File: config.mk
export PLATFORM = sky130hd
export DESIGN_NAME = c_subset_tokenizer_unit
export DESIGN_NICKNAME = d
export VERILOG_FILES = /design/src/hw/rtl/ctu_pkg.sv /design/src/hw/rtl/ctu_core.sv /design/src/hw/rtl/ctu_res_fifo.sv /design/src/hw/rtl/c_subset_tokenizer_unit.sv
export VERILOG_INCLUDE_DIRS = /design/src /design/src/hw/rtl
export SDC_FILE = /design/constraint.sdc
export NUM_CORES = 2
export LEC_CHECK = 0
export BUFFER_PORTS_ARGS = -buffer_cell sky130_fd_sc_hd__buf_2
export CAP_MARGIN = 40
export CORE_MARGIN = 5
export CORE_UTILIZATION = 34
export DETAILED_ROUTE_END_ITERATION = 10
export MAX_ROUTING_LAYER = met4
export SYNTH_ARGS = -nofsm -noshare
export SYNTH_HDL_FRONTEND = slang
export SYNTH_HIERARCHICAL = 1
export SYNTH_SLANG_ARGS = --single-unit
File: constraint.sdc
create_clock -name clk -period 12.8 [get_ports clk]
set_clock_uncertainty 0.2 [all_clocks]
set_input_delay 2.56 -clock clk [delete_from_list [all_inputs] [get_ports clk]]
set_output_delay 2.56 -clock clk [all_outputs]
set_load 0.01 [all_outputs]
File: src/hw/rtl/c_subset_tokenizer_unit_defines.svh
// ---------------------------------------------------------------------------
// Tokenizer assertion macros
// Shared concurrent assertion forms for the tokenizer unit.
// ---------------------------------------------------------------------------
`ifndef C_SUBSET_TOKENIZER_UNIT_DEFINES_SVH
`define C_SUBSET_TOKENIZER_UNIT_DEFINES_SVH

// Same-cycle implication, checked outside reset.
`define CTU_ASSERT_IMP(lbl, clk, rst_n, ante, cons) \
	lbl: assert property (@(posedge clk) disable iff (!(rst_n)) (ante) |-> (cons)) \
		else $error("tokenizer assertion failed");

// Next-cycle implication, checked outside reset.
`define CTU_ASSERT_NXT(lbl, clk, rst_n, ante, cons) \
	lbl: assert property (@(posedge clk) disable iff (!(rst_n)) (ante) |=> (cons)) \
		else $error("tokenizer assertion failed");

`endif

File: src/hw/rtl/ctu_pkg.sv
// ---------------------------------------------------------------------------
// Tokenizer package
// Token kinds, scan modes, character codes and the result record.
// ---------------------------------------------------------------------------
package ctu_pkg;

	localparam int TOK_W  = 24;   // width of start, length and line fields
	localparam int CHAR_W = 8;
	localparam int WIN_W  = 48;   // first six identifier bytes

	typedef enum logic [4:0] {
		K_INT    = 5'd0,
		K_IF     = 5'd1,
		K_ELSE   = 5'd2,
		K_WHILE  = 5'd3,
		K_RETURN = 5'd4,
		K_NUMBER = 5'd5,
		K_IDENT  = 5'd6,
		K_PLUS   = 5'd7,
		K_MINUS  = 5'd8,
		K_STAR   = 5'd9,
		K_SLASH  = 5'd10,
		K_EQ     = 5'd11,
		K_NEQ    = 5'd12,
		K_LT     = 5'd13,
		K_GT     = 5'd14,
		K_LEQ    = 5'd15,
		K_GEQ    = 5'd16,
		K_ASSIGN = 5'd17,
		K_LPAREN = 5'd18,
		K_RPAREN = 5'd19,
		K_LBRACE = 5'd20,
		K_RBRACE = 5'd21,
		K_SEMI   = 5'd22,
		K_COMMA  = 5'd23,
		K_EOF    = 5'd24,
		K_ERROR  = 5'd25
	} kind_t;

	typedef enum logic [3:0] {
		M_IDLE    = 4'd0,
		M_NUMBER  = 4'd1,
		M_IDENT   = 4'd2,
		M_SLASH   = 4'd3,
		M_LT      = 4'd4,
		M_GT      = 4'd5,
		M_EQ      = 4'd6,
		M_BANG    = 4'd7,
		M_COMMENT = 4'd8,
		M_SKIP    = 4'd9
	} mode_t;

	localparam logic [7:0] CH_NUL    = 8'h00;
	localparam logic [7:0] CH_TAB    = 8'h09;
	localparam logic [7:0] CH_NL     = 8'h0A;
	localparam logic [7:0] CH_CR     = 8'h0D;
	localparam logic [7:0] CH_SPACE  = 8'h20;
	localparam logic [7:0] CH_BANG   = 8'h21;
	localparam logic [7:0] CH_LPAREN = 8'h28;
	localparam logic [7:0] CH_RPAREN = 8'h29;
	localparam logic [7:0] CH_STAR   = 8'h2A;
	localparam logic [7:0] CH_PLUS   = 8'h2B;
	localparam logic [7:0] CH_COMMA  = 8'h2C;
	localparam logic [7:0] CH_MINUS  = 8'h2D;
	localparam logic [7:0] CH_SLASH  = 8'h2F;
	localparam logic [7:0] CH_0      = 8'h30;
	localparam logic [7:0] CH_9      = 8'h39;
	localparam logic [7:0] CH_SEMI   = 8'h3B;
	localparam logic [7:0] CH_LT     = 8'h3C;
	localparam logic [7:0] CH_EQ     = 8'h3D;
	localparam logic [7:0] CH_GT     = 8'h3E;
	localparam logic [7:0] CH_UC_A   = 8'h41;
	localparam logic [7:0] CH_UC_Z   = 8'h5A;
	localparam logic [7:0] CH_USCORE = 8'h5F;
	localparam logic [7:0] CH_LC_A   = 8'h61;
	localparam logic [7:0] CH_LC_Z   = 8'h7A;
	localparam logic [7:0] CH_LBRACE = 8'h7B;
	localparam logic [7:0] CH_RBRACE = 8'h7D;

	// keyword text, first byte in the low bits
	localparam logic [WIN_W-1:0] KW_INT    = 48'h00_00_00_74_6E_69;
	localparam logic [WIN_W-1:0] KW_IF     = 48'h00_00_00_00_66_69;
	localparam logic [WIN_W-1:0] KW_ELSE   = 48'h00_00_65_73_6C_65;
	localparam logic [WIN_W-1:0] KW_WHILE  = 48'h00_65_6C_69_68_77;
	localparam logic [WIN_W-1:0] KW_RETURN = 48'h6E_72_75_74_65_72;

	typedef struct packed {
		kind_t              kind;
		logic [TOK_W-1:0]   start;
		logic [TOK_W-1:0]   length;
		logic [TOK_W-1:0]   line;
		logic [CHAR_W-1:0]  bad_char;
		logic               last;
	} res_t;

	// results produced by one byte, oldest in res0
	typedef struct packed {
		logic [1:0] n;
		res_t       res0;
		res_t       res1;
	} push_t;

endpackage

File: src/hw/rtl/ctu_core.sv
// ---------------------------------------------------------------------------
// Tokenizer scan core
// Holds the scan state and turns one registered byte into up to two results.
// ---------------------------------------------------------------------------
module ctu_core import ctu_pkg::*; #(
	parameter int OFFSET_WIDTH = 24
) (
	input  logic             clk,
	input  logic             arst_n,
	input  logic             in_valid,
	input  logic [CHAR_W-1:0] in_char,
	output push_t            push
);

	localparam logic [OFFSET_WIDTH-1:0] OW_ONE = OFFSET_WIDTH'(1);
	localparam logic [OFFSET_WIDTH-1:0] OW_SIX = OFFSET_WIDTH'(6);

	mode_t                   mode_q, mode_d;
	logic [OFFSET_WIDTH-1:0] offset_q, offset_d;
	logic [OFFSET_WIDTH-1:0] line_q, line_d;
	logic [OFFSET_WIDTH-1:0] pstart_q, pstart_d;
	logic [OFFSET_WIDTH-1:0] plen_q, plen_d;
	logic [WIN_W-1:0]        window_q, window_d;

	// decode of the byte as if seen between tokens
	logic        f_restart, f_push, f_len1, f_nl, f_pend, f_word;
	kind_t       f_kind;
	logic [7:0]  f_bad;
	mode_t       f_mode;

	// result that closes the pending token
	logic                    p_push;
	kind_t                   p_kind;
	logic [OFFSET_WIDTH-1:0] p_len;
	logic [7:0]              p_bad;
	logic                    use_fresh, restart;
	res_t                    pend_res, fresh_res;

	function automatic logic [OFFSET_WIDTH-1:0] sat_inc(input logic [OFFSET_WIDTH-1:0] v);
		return (&v) ? v : v + OW_ONE;
	endfunction

	function automatic logic is_digit(input logic [7:0] c);
		return (c >= CH_0) && (c <= CH_9);
	endfunction

	function automatic logic is_alpha(input logic [7:0] c);
		return ((c >= CH_LC_A) && (c <= CH_LC_Z)) || ((c >= CH_UC_A) && (c <= CH_UC_Z));
	endfunction

	function automatic kind_t word_kind(input logic [OFFSET_WIDTH-1:0] len,
			input logic [WIN_W-1:0] win);
		kind_t k;
		k = K_IDENT;
		if (len == OFFSET_WIDTH'(3) && win == KW_INT) k = K_INT;
		else if (len == OFFSET_WIDTH'(2) && win == KW_IF) k = K_IF;
		else if (len == OFFSET_WIDTH'(4) && win == KW_ELSE) k = K_ELSE;
		else if (len == OFFSET_WIDTH'(5) && win == KW_WHILE) k = K_WHILE;
		else if (len == OFFSET_WIDTH'(6) && win == KW_RETURN) k = K_RETURN;
		return k;
	endfunction

	always_comb begin
		f_restart = 1'b0;
		f_push    = 1'b0;
		f_len1    = 1'b0;
		f_nl      = 1'b0;
		f_pend    = 1'b0;
		f_word    = 1'b0;
		f_kind    = K_ERROR;
		f_bad     = CH_NUL;
		f_mode    = M_IDLE;
		if (in_char == CH_NUL) begin
			f_restart = 1'b1;
			f_push    = 1'b1;
			f_kind    = K_EOF;
		end else if (in_char == CH_SPACE || (in_char >= CH_TAB && in_char <= CH_CR)) begin
			f_nl = (in_char == CH_NL);
		end else begin
			f_pend = 1'b1;
			if (is_digit(in_char)) begin
				f_mode = M_NUMBER;
			end else if (is_alpha(in_char) || in_char == CH_USCORE) begin
				f_mode = M_IDENT;
				f_word = 1'b1;
			end else begin
				f_push = 1'b1;
				f_len1 = 1'b1;
				unique case (in_char)
					CH_SLASH:  begin f_push = 1'b0; f_mode = M_SLASH; end
					CH_LT:     begin f_push = 1'b0; f_mode = M_LT; end
					CH_GT:     begin f_push = 1'b0; f_mode = M_GT; end
					CH_EQ:     begin f_push = 1'b0; f_mode = M_EQ; end
					CH_BANG:   begin f_push = 1'b0; f_mode = M_BANG; end
					CH_PLUS:   f_kind = K_PLUS;
					CH_MINUS:  f_kind = K_MINUS;
					CH_STAR:   f_kind = K_STAR;
					CH_LPAREN: f_kind = K_LPAREN;
					CH_RPAREN: f_kind = K_RPAREN;
					CH_LBRACE: f_kind = K_LBRACE;
					CH_RBRACE: f_kind = K_RBRACE;
					CH_SEMI:   f_kind = K_SEMI;
					CH_COMMA:  f_kind = K_COMMA;
					default: begin
						// unexpected byte: report it and drop the rest of the source
						f_kind = K_ERROR;
						f_len1 = 1'b0;
						f_bad  = in_char;
						f_mode = M_SKIP;
					end
				endcase
			end
		end
	end

	always_comb begin
		mode_d    = mode_q;
		offset_d  = offset_q;
		line_d    = line_q;
		pstart_d  = pstart_q;
		plen_d    = plen_q;
		window_d  = window_q;
		p_push    = 1'b0;
		p_kind    = K_ERROR;
		p_len     = '0;
		p_bad     = CH_NUL;
		use_fresh = 1'b0;
		restart   = 1'b0;
		if (in_valid) begin
			unique case (mode_q) inside
				M_SKIP: begin
					restart = (in_char == CH_NUL);
				end
				M_COMMENT: begin
					use_fresh = (in_char == CH_NUL) || (in_char == CH_NL);
				end
				M_NUMBER: begin
					if (is_digit(in_char)) begin
						plen_d = sat_inc(plen_q);
					end else begin
						p_push    = 1'b1;
						p_kind    = K_NUMBER;
						p_len     = plen_q;
						use_fresh = 1'b1;
					end
				end
				M_IDENT: begin
					if (is_alpha(in_char) || is_digit(in_char) || in_char == CH_USCORE) begin
						if (plen_q < OW_SIX)
							window_d = window_q | (WIN_W'(in_char) << {plen_q[2:0], 3'b000});
						plen_d = sat_inc(plen_q);
					end else begin
						p_push    = 1'b1;
						p_kind    = word_kind(plen_q, window_q);
						p_len     = plen_q;
						use_fresh = 1'b1;
					end
				end
				M_SLASH: begin
					if (in_char == CH_SLASH) begin
						mode_d = M_COMMENT;
					end else begin
						p_push    = 1'b1;
						p_kind    = K_SLASH;
						p_len     = OW_ONE;
						use_fresh = 1'b1;
					end
				end
				M_LT, M_GT, M_EQ: begin
					p_push = 1'b1;
					if (in_char == CH_EQ) begin
						p_kind = (mode_q == M_LT) ? K_LEQ : (mode_q == M_GT) ? K_GEQ : K_EQ;
						p_len  = OFFSET_WIDTH'(2);
						mode_d = M_IDLE;
					end else begin
						p_kind    = (mode_q == M_LT) ? K_LT : (mode_q == M_GT) ? K_GT : K_ASSIGN;
						p_len     = OW_ONE;
						use_fresh = 1'b1;
					end
				end
				M_BANG: begin
					p_push = 1'b1;
					if (in_char == CH_EQ) begin
						p_kind = K_NEQ;
						p_len  = OFFSET_WIDTH'(2);
						mode_d = M_IDLE;
					end else begin
						// lone bang
						p_kind  = K_ERROR;
						p_bad   = CH_BANG;
						mode_d  = M_SKIP;
						restart = (in_char == CH_NUL);
					end
				end
				default: begin
					use_fresh = 1'b1;
				end
			endcase

			if (use_fresh) begin
				mode_d  = f_mode;
				restart = f_restart;
				if (f_nl)
					line_d = sat_inc(line_q);
				if (f_pend) begin
					pstart_d = offset_q;
					plen_d   = OW_ONE;
				end
				if (f_word)
					window_d = WIN_W'(in_char);
			end

			if (restart) begin
				mode_d   = M_IDLE;
				offset_d = '0;
				line_d   = OW_ONE;
				pstart_d = '0;
				plen_d   = '0;
				window_d = '0;
			end else begin
				offset_d = sat_inc(offset_q);
			end
		end
	end

	always_comb begin
		pend_res.kind     = p_kind;
		pend_res.start    = TOK_W'(pstart_q);
		pend_res.length   = TOK_W'(p_len);
		pend_res.line     = TOK_W'(line_q);
		pend_res.bad_char = p_bad;
		pend_res.last     = 1'b0;

		fresh_res.kind     = f_kind;
		fresh_res.start    = TOK_W'(offset_q);
		fresh_res.length   = TOK_W'(f_len1);
		fresh_res.line     = TOK_W'(line_q);
		fresh_res.bad_char = f_bad;
		fresh_res.last     = 1'b1;

		push.res1 = fresh_res;
		if (p_push) begin
			push.res0      = pend_res;
			push.res0.last = !(use_fresh && f_push);
			push.n         = (use_fresh && f_push) ? 2'd2 : 2'd1;
		end else begin
			push.res0 = fresh_res;
			push.n    = {1'b0, use_fresh && f_push};
		end
	end

	always_ff @(posedge clk or negedge arst_n) begin
		if (!arst_n) begin
			mode_q   <= M_IDLE;
			offset_q <= '0;
			line_q   <= OW_ONE;
			pstart_q <= '0;
			plen_q   <= '0;
			window_q <= '0;
		end else begin
			mode_q   <= mode_d;
			offset_q <= offset_d;
			line_q   <= line_d;
			pstart_q <= pstart_d;
			plen_q   <= plen_d;
			window_q <= window_d;
		end
	end

endmodule

File: src/hw/rtl/ctu_res_fifo.sv
// ---------------------------------------------------------------------------
// Tokenizer result queue
// Takes up to two results per cycle, pops one; user keeps DEPTH a power of 2.
// ---------------------------------------------------------------------------
module ctu_res_fifo import ctu_pkg::*; #(
	parameter int DEPTH = 8
) (
	input  logic                       clk,
	input  logic                       arst_n,
	input  push_t                      push,
	input  logic                       pop,
	output res_t                       head,
	output logic                       not_empty,
	output logic [$clog2(DEPTH+1)-1:0] count
);

	localparam int PTR_W = $clog2(DEPTH);
	localparam int CNT_W = $clog2(DEPTH+1);

	res_t             mem [DEPTH];
	logic [PTR_W-1:0] wp_q, rp_q;
	logic [CNT_W-1:0] count_q;
	logic             do_pop;

	assign do_pop    = pop && (count_q != '0);
	assign head      = mem[rp_q];
	assign not_empty = (count_q != '0);
	assign count     = count_q;

	always_ff @(posedge clk) begin
		if (push.n != 2'd0)
			mem[wp_q] <= push.res0;
		if (push.n == 2'd2)
			mem[wp_q + PTR_W'(1)] <= push.res1;
	end

	always_ff @(posedge clk or negedge arst_n) begin
		if (!arst_n) begin
			wp_q    <= '0;
			rp_q    <= '0;
			count_q <= '0;
		end else begin
			wp_q    <= wp_q + PTR_W'(push.n);
			rp_q    <= rp_q + PTR_W'(do_pop);
			count_q <= count_q + CNT_W'(push.n) - CNT_W'(do_pop);
		end
	end

endmodule

File: src/hw/rtl/c_subset_tokenizer_unit.sv
// ---------------------------------------------------------------------------
// C subset tokenizer unit
// Streaming lexer: one source byte in per cycle while s_axis_tready is high, tokens out with position.
// ---------------------------------------------------------------------------
//
//  channel  | dir | tdata                                   | tuser      | tlast
//  s_axis   | in  | char_code[7:0]                          | -          | -
//  m_axis   | out | start, length, line (24 each), bad_char | token_kind | last_of_run
//
//  Throughput is one byte per cycle while s_axis_tready stays high: the scan
//  state loop (mode, offset, line, pending token) closes through the scan core.
//  A byte is registered on acceptance (s1) and its results enter the result
//  queue at the next edge, from where they are presented on m_axis.
//  Results drain one per cycle while m_axis_tready is high; a byte that gives
//  two results adds one entry of backlog, and s_axis_tready drops only when the
//  queue could not take the two results of both the byte in s1 and a new byte.
//  Reset clears the scan state to the start of a new source and empties the
//  queue.
//
module c_subset_tokenizer_unit import ctu_pkg::*; #(
	parameter int OFFSET_WIDTH = 24,   // offset, line and length counters, 8..32
	parameter int FIFO_DEPTH   = 8     // result queue entries, power of two, >= 4
) (
	input  logic        clk,
	input  logic        arst_n,

	input  logic        s_axis_tvalid,
	output logic        s_axis_tready,
	input  logic [7:0]  s_axis_tdata,   // [7:0] char_code

	output logic        m_axis_tvalid,
	input  logic        m_axis_tready,
	output logic [79:0] m_axis_tdata,   // [23:0] token_start, [47:24] token_length,
	                                    // [71:48] token_line, [79:72] bad_char
	output logic [4:0]  m_axis_tuser,   // [4:0] token_kind
	output logic        m_axis_tlast    // last_of_run
);

`include "c_subset_tokenizer_unit_defines.svh"

	localparam int CNT_W = $clog2(FIFO_DEPTH+1);

	logic             valid_s1;
	logic [7:0]       char_s1;
	push_t            push;
	res_t             head;
	logic             not_empty;
	logic [CNT_W-1:0] fifo_count;
	logic [CNT_W:0]   committed;

	// entries already queued plus the worst case from the byte in s1
	assign committed     = (CNT_W+1)'(fifo_count) + (valid_s1 ? (CNT_W+1)'(2) : '0);
	assign s_axis_tready = (committed <= (CNT_W+1)'(FIFO_DEPTH - 2));

	always_ff @(posedge clk or negedge arst_n) begin
		if (!arst_n) begin
			valid_s1 <= 1'b0;
		end else begin
			valid_s1 <= s_axis_tvalid && s_axis_tready;
		end
	end

	always_ff @(posedge clk) begin
		if (s_axis_tvalid && s_axis_tready)
			char_s1 <= s_axis_tdata;
	end

	ctu_core #(
		.OFFSET_WIDTH(OFFSET_WIDTH)
	) u_core (
		.clk      (clk),
		.arst_n   (arst_n),
		.in_valid (valid_s1),
		.in_char  (char_s1),
		.push     (push)
	);

	ctu_res_fifo #(
		.DEPTH(FIFO_DEPTH)
	) u_fifo (
		.clk       (clk),
		.arst_n    (arst_n),
		.push      (push),
		.pop       (m_axis_tready),
		.head      (head),
		.not_empty (not_empty),
		.count     (fifo_count)
	);

	assign m_axis_tvalid = not_empty;
	assign m_axis_tdata  = {head.bad_char, head.line, head.length, head.start};
	assign m_axis_tuser  = head.kind;
	assign m_axis_tlast  = head.last;

	// queue never overruns its storage
	`CTU_ASSERT_IMP(a_fifo_bound, clk, arst_n, 1'b1,
		fifo_count <= CNT_W'(FIFO_DEPTH))
	// a byte's results always fit in the space left when it was admitted
	`CTU_ASSERT_IMP(a_push_fits, clk, arst_n, valid_s1,
		(CNT_W+1)'(fifo_count) + (CNT_W+1)'(push.n) <= (CNT_W+1)'(FIFO_DEPTH))
	// no results without a byte in s1
	`CTU_ASSERT_IMP(a_no_spurious, clk, arst_n, !valid_s1, push.n == 2'd0)
	// run marker sits only on the final result of a byte
	`CTU_ASSERT_IMP(a_last_mark, clk, arst_n, push.n == 2'd2,
		!push.res0.last && push.res1.last)

endmodule
* Word-level counts from Yosys, hierarchy flattened
Memories as Yosys holds them, arrays and structs flattened.
Index checks and enable logic that the tools add are counted.
** Storage, ports and cells
- Register bits after elaboration :: 167
- Memory bits (writable) :: 688
- Bits of input ports :: 12
- Output and inout port bits :: 88
- Logic and storage cells :: 221
- Memories :: 1
** Cells by class
- Add/subtract/negate cells :: 9
- Order comparisons :: 10
- Equality and inequality tests :: 41
- Shift-type cells :: 1
- Muxes and demuxes :: 108
- Bitwise operators :: 1
- Reduce and logical (&&, ||, !) cells :: 39
** Memory list
- u_fifo.mem :: words 8, width 86, read ports 1, clocked after memory_dff 0, wr ports 2, RTL line ctu_res_fifo.sv:20 : res_t mem [DEPTH];
** Operator list (number)
- 2-to-1 mux 24 bit :: 18
- 2-to-1 mux 48 bit :: 6
- case mux 24 bit (5 select lines) :: 1
- == test 8 x 6 -> 1 bit, second input constant :: 13
- 2-to-1 mux 5 bit :: 18
- 2-to-1 mux 88 bit :: 1
- adder 24 x 1 -> 24 bit, second input constant :: 3
- == test 24 x 3 -> 1 bit, second input constant :: 3
- AND reduction 24 bit :: 3
- 2-to-1 mux 8 bit :: 7
- == test 24 x 2 -> 1 bit, second input constant :: 2
- == test 48 x 15 -> 1 bit, second input constant :: 1
- == test 48 x 23 -> 1 bit, second input constant :: 1
- == test 48 x 31 -> 1 bit, second input constant :: 1
- == test 48 x 39 -> 1 bit, second input constant :: 1
- == test 48 x 47 -> 1 bit, second input constant :: 1
- bitwise OR 48 bit :: 1
- case mux 24 bit (2 select lines) :: 1
- left shift 8 x 6 -> 48 bit :: 1
- case mux 5 bit (9 select lines) :: 1
- 2-to-1 mux 4 bit :: 9
- 2-to-1 mux 1 bit :: 34
- case mux 5 bit (5 select lines) :: 1
- == test 8 x 7 -> 1 bit, second input constant :: 3
- other kinds (46) :: 78

* Logic depth before layout (Yosys ltp)
- Depth after elaboration :: 15
- Depth in mapped cells :: 17
- Gate-level depth less buffers :: 14

* Cells and area by module
Netlist, hierarchy kept.
** By module, submodules not included
- ctu_res_fifo :: instances 1, cells each 1824, area an instance 34563.1 um^2
- ctu_core :: instances 1, cells each 1081, area an instance 9441.6 um^2
- c_subset_tokenizer_unit :: instances 1, cells each 19, area an instance 331.6 um^2

* Worst setup path before layout
OpenSTA, ideal clock, no wires.
- Kind :: reg-to-reg
- From :: register char_s1[2]
- To :: memory u_fifo/mem[1][0] (netlist bit), enable pin
- Setup time :: 658 ps
- Arrival time :: 9224 ps
- Required time :: 11942 ps
- Setup slack :: 2718 ps
- Cell stages (with the launch flop) :: 13
- Path buffers :: 3
- Period minus slack after synthesis :: 10082 ps
- Path through :: edfxtp_1 clkbuf_1 or4_1 o221ai_1 o211a_1 buf_2 or2_1 clkbuf_1 nand2_1 nor4bb_1 ha_1 o21ai_0 o31ai_1
** RTL lines
- start, declared :: RTL line c_subset_tokenizer_unit.sv:44 : logic [7:0] char_s1;
- start signal, assigned :: RTL line c_subset_tokenizer_unit.sv:65 : char_s1 <= s_axis_tdata;
- end, declared :: RTL line ctu_res_fifo.sv:20

==> results.tsv <==
stage	metric	value	unit
clocking	htree depth	3	
place	PortBufs	99	
timing	post-layout min period	6.14	ns
yosys	Yosys reg bits	855	
yosys	EDFF count, synth	696	
yosys	yosys warns	6	
pwr	total chip power	0.00917	W
hold_path	WHS Path Cells	2	
clocking	CTS max path bufs	3	
pwr	Power Density	182	nW/µm²
timing	RSZ-0062 raised after global routing	false	
clocking	Post-CTS Hold Buffers	0	
timing	Slew Limit Fails	0	
hold_path	hold path endpoint	u_core/window_q[6]	
global_route	Remaining Overflow, GRT	0	
yosys	synth unique cells	95	
timing	Fmax	0.163	GHz
timing	Final Hold Viols	0	
setup_path	worst r2r path cells	13	
final_layout	commonest non-fill, non-tap cells in the layout	mux2_2 (791), edfxtp_1 (696), mux4_2 (172)	
setup_path	CP endpoint kind	flop	
clocking	Clock Pin Slew Worst Setup and Hold Paths	0.06	ns
drt	DR iter-0 viols	2181	
final_layout	Area Overhead vs Synth	13.5	%
yosys	Synth Flop Type	edfxtp_1	
floorplanning	die area	138000	µm²
floorplanning	chip width	371	µm
job	Max-cap violations	0	
final_layout	Final #Nets	3021	
drt	final wirelength	120000	µm
floorplanning	core area	129000	µm²
drt	number of nets with antenna violations after routing	0	
timing	Rel. slew slack	35.4	%
setup_path	Worst EP required	12.88	ns
clocking	root buf cell	clkbuf_16	
setup_path	Max stage delay on crit path	0.72	ns
place	GP Congestion	0.917	
drt	Avg WL per Cell	25.0	µm
setup_path	largest fanout on the critical path	47	
place	Final HPWL DP	70500	µm
timing	Total Neg Setup Slack	0	ns
yosys	main area contributors after synthesis	edfxtp_1 (47%), mux2_2 (20%), dfrtp_1 (8.9%), mux4_2 (8.7%), buf_4 (1.1%)	
setup_path	number of buffers and inverters on the critical path	3	
global_route	GRT Overall Usage	17.9	%
yosys	largest area contributor in the synthesized netlist	edfxtp_1	
pwr	P_leak	18.7	nW
floorplanning	initial cell density of the core	34.2	%
clocking	CTS tree	done	
place	placed insts	4632	
status	outcome	complete, no violations	
setup_path	Setup CP Type	reg2reg	
clocking	clk_lat worst skew	0.68	ns
clocking	postcts setup bufs	0	
setup_path	CP max stage cell	buf_4	
global_route	global-route wire length before repair	181000	µm
final_layout	commonest non-fill, non-tap cell in the layout	mux2_2	
hold_path	hold path start	u_core/window_q[6]	
final_layout	share of layout cells above drive strength 1	44.0	%
yosys	post-synthesis async set-or-reset flop share	18.6	%
setup_path	crit-path leading delay family	simple AND/OR/NAND/NOR gates	
floorplanning	Ports	100	
floorplanning	Die H	371	µm
global_route	initial antenna violation count	2	
yosys	synthesized cell area	44300	µm²
setup_path	Critical R2R Launch	char_s1[2]	
final_layout	# fillers	12120	
global_route	vias in the first global route	26858	
yosys	Seq/Total Area, Yosys	56.1	%
drt	DRC viols	0	
yosys	top-area cell type share of the netlist area	47.1	%
timing	Final Cycle Share	47.9	%
setup_path	Critical Path AT	6.22	ns
yosys	Post-Syn Instances	2924	
setup_path	startpoint types	flop	
timing	worst-margin pin slew	0.966	ns
setup_path	RR Endpoint	u_fifo/mem[1][69]	
setup_path	Critical Path, Cell by Cell	buf_4 -> or4_1 -> o221ai_1 -> o211a_1 -> or2_1 -> nand2_1 -> nor4bb_1 -> ha_1 -> nor4b_2 -> nand2_4 -> o31ai_4 -> buf_4 -> buf_4	
final_layout	Final Non-Filler Cells	4812	
final_layout	Design Area, Final	50300	µm²
pwr	worst vdd ir	0.103	mV
setup_path	R2R setup slack	6.66	ns
drt	vias	26312	
floorplanning	cell row count	132	
clocking	CTS Buf Count	95	
clocking	post_cts resized	0	
setup_path	crit-path most repeated cell	buf_4	
timing	Final Setup Violations	0	
yosys	average size of a mapped cell	15.2	µm²
drt	vias per cell	5.47	
hold_path	Worst Hold Class	reg2reg	
clocking	Sink Count	855	
global_route	pin count of the biggest net entering global routing	63	
drt	Detailed Routing Iterations Pass 1	5	
place	Cell Area, Placed	47100	µm²
-- through the flow --
stage               utilization, %  hold WS [ns]  worst slack (ns)
floorplan                        -         0.250              2.72
global placement              35.8         0.273              6.70
detailed placement            36.4         0.279              6.71
CTS                           38.9         0.296              6.51
global route                  38.9         0.312              6.30
finish                        38.9         0.294              6.66
-- Yosys cell counts (22+ instances only) --
| cell | number |
|---|---|
| inv_1 | 31 |
| mux2_2 | 791 |
| edfxtp_1 | 696 |
| nand3_1 | 42 |
| nor2_1 | 105 |
| buf_4 | 65 |
| and2_1 | 49 |
| buf_2 | 92 |
| a21oi_1 | 73 |
| nor4_1 | 27 |
| a22o_1 | 33 |
| o21ai_0 | 45 |
| mux4_2 | 172 |
| a31oi_1 | 22 |
| nor3_1 | 23 |
| dfrtp_1 | 158 |
| clkbuf_1 | 80 |
| nand4_1 | 31 |
| nand2_1 | 85 |
| or3_1 | 29 |
-- sequential cells by signal (all words and copies together) (netlist names), 3 cells and up --
| signal | flops |
|---|---|
| u_fifo/wp_q | 3 |
| u_core/window_q | 48 |
| u_core/line_q | 24 |
| u_core/mode_q | 4 |
| u_fifo/rp_q | 3 |
| u_fifo/count | 4 |
| u_core/plen_q | 24 |
| u_core/pstart_q | 24 |
| u_fifo/mem | 688 |
| char_s1 | 8 |
| u_core/offset_q | 24 |
-- worst max path at each step --
stage | from | to | slack [ns] | cells past startpoint
global route | char_s1[5] | u_fifo/mem[1][63] | 6.30 | 12
global placement | char_s1[2] | u_fifo/mem[1][73] | 6.70 | 13
floorplan | char_s1[2] | u_fifo/mem[1][0] | 2.72 | 12
detailed placement | char_s1[2] | u_fifo/mem[1][74] | 6.71 | 13
finish | char_s1[2] | u_fifo/mem[1][69] | 6.66 | 13
CTS | u_fifo/rp_q[0] | m_axis_tdata[0] | 6.51 | 6
-- final cells by class --
| type | count | area, µm² | area share [%] |
|---|---|---|---|
| clock buffer | 127 | 2660 | 5.29 |
| inverter | 32 | 120 | 0.239 |
| timing repair buffer | 189 | 1660 | 3.29 |
| multi-input combinational | 1814 | 18300 | 36.4 |
| sequential | 855 | 24900 | 49.4 |
| antenna | 2 | 5.00 | 0.00994 |
| clock inverter | 51 | 527 | 1.05 |
| tap | 1742 | 2180 | 4.33 |
-- kinds of logic after synthesis --
kind of cell	count (synthesis)	synth area share [%]
compound gates	269	4.15
xor+xnor	28	0.587
fa+ha+maj	22	0.655
buf+inv	277	3.19
flops	855	56.1
mux	969	29.0
other cells	2	0.0169
simple gates	502	6.31
-- worst min-delay path: stages, from the launching register on --
cell and delay [ns]:
dfrtp_1 0.34, nand2_1 0.05, o21ai_0 0.07
-- metal layers --
metal	global-route usage [%]	wire length, µm	part of all wire, %
met4	4.75	2800	2.3
met3	1.97	5400	4.5
met2	28.9	58600	49
met1	24.2	53700	45
met5	-	0	0
-- report_power, final --
| part | leakage, nW | switching (W) | internal (W) |
|---|---|---|---|
| clock network | 1.58 | 0.00113 | 0.00166 |
| logic | 8.32 | 0.00163 | 0.00130 |
| registers | 8.76 | 0.000172 | 0.00329 |
| total | 18.7 | 0.00293 | 0.00624 |
Note: power is estimated with default switching activity, not from simulation.
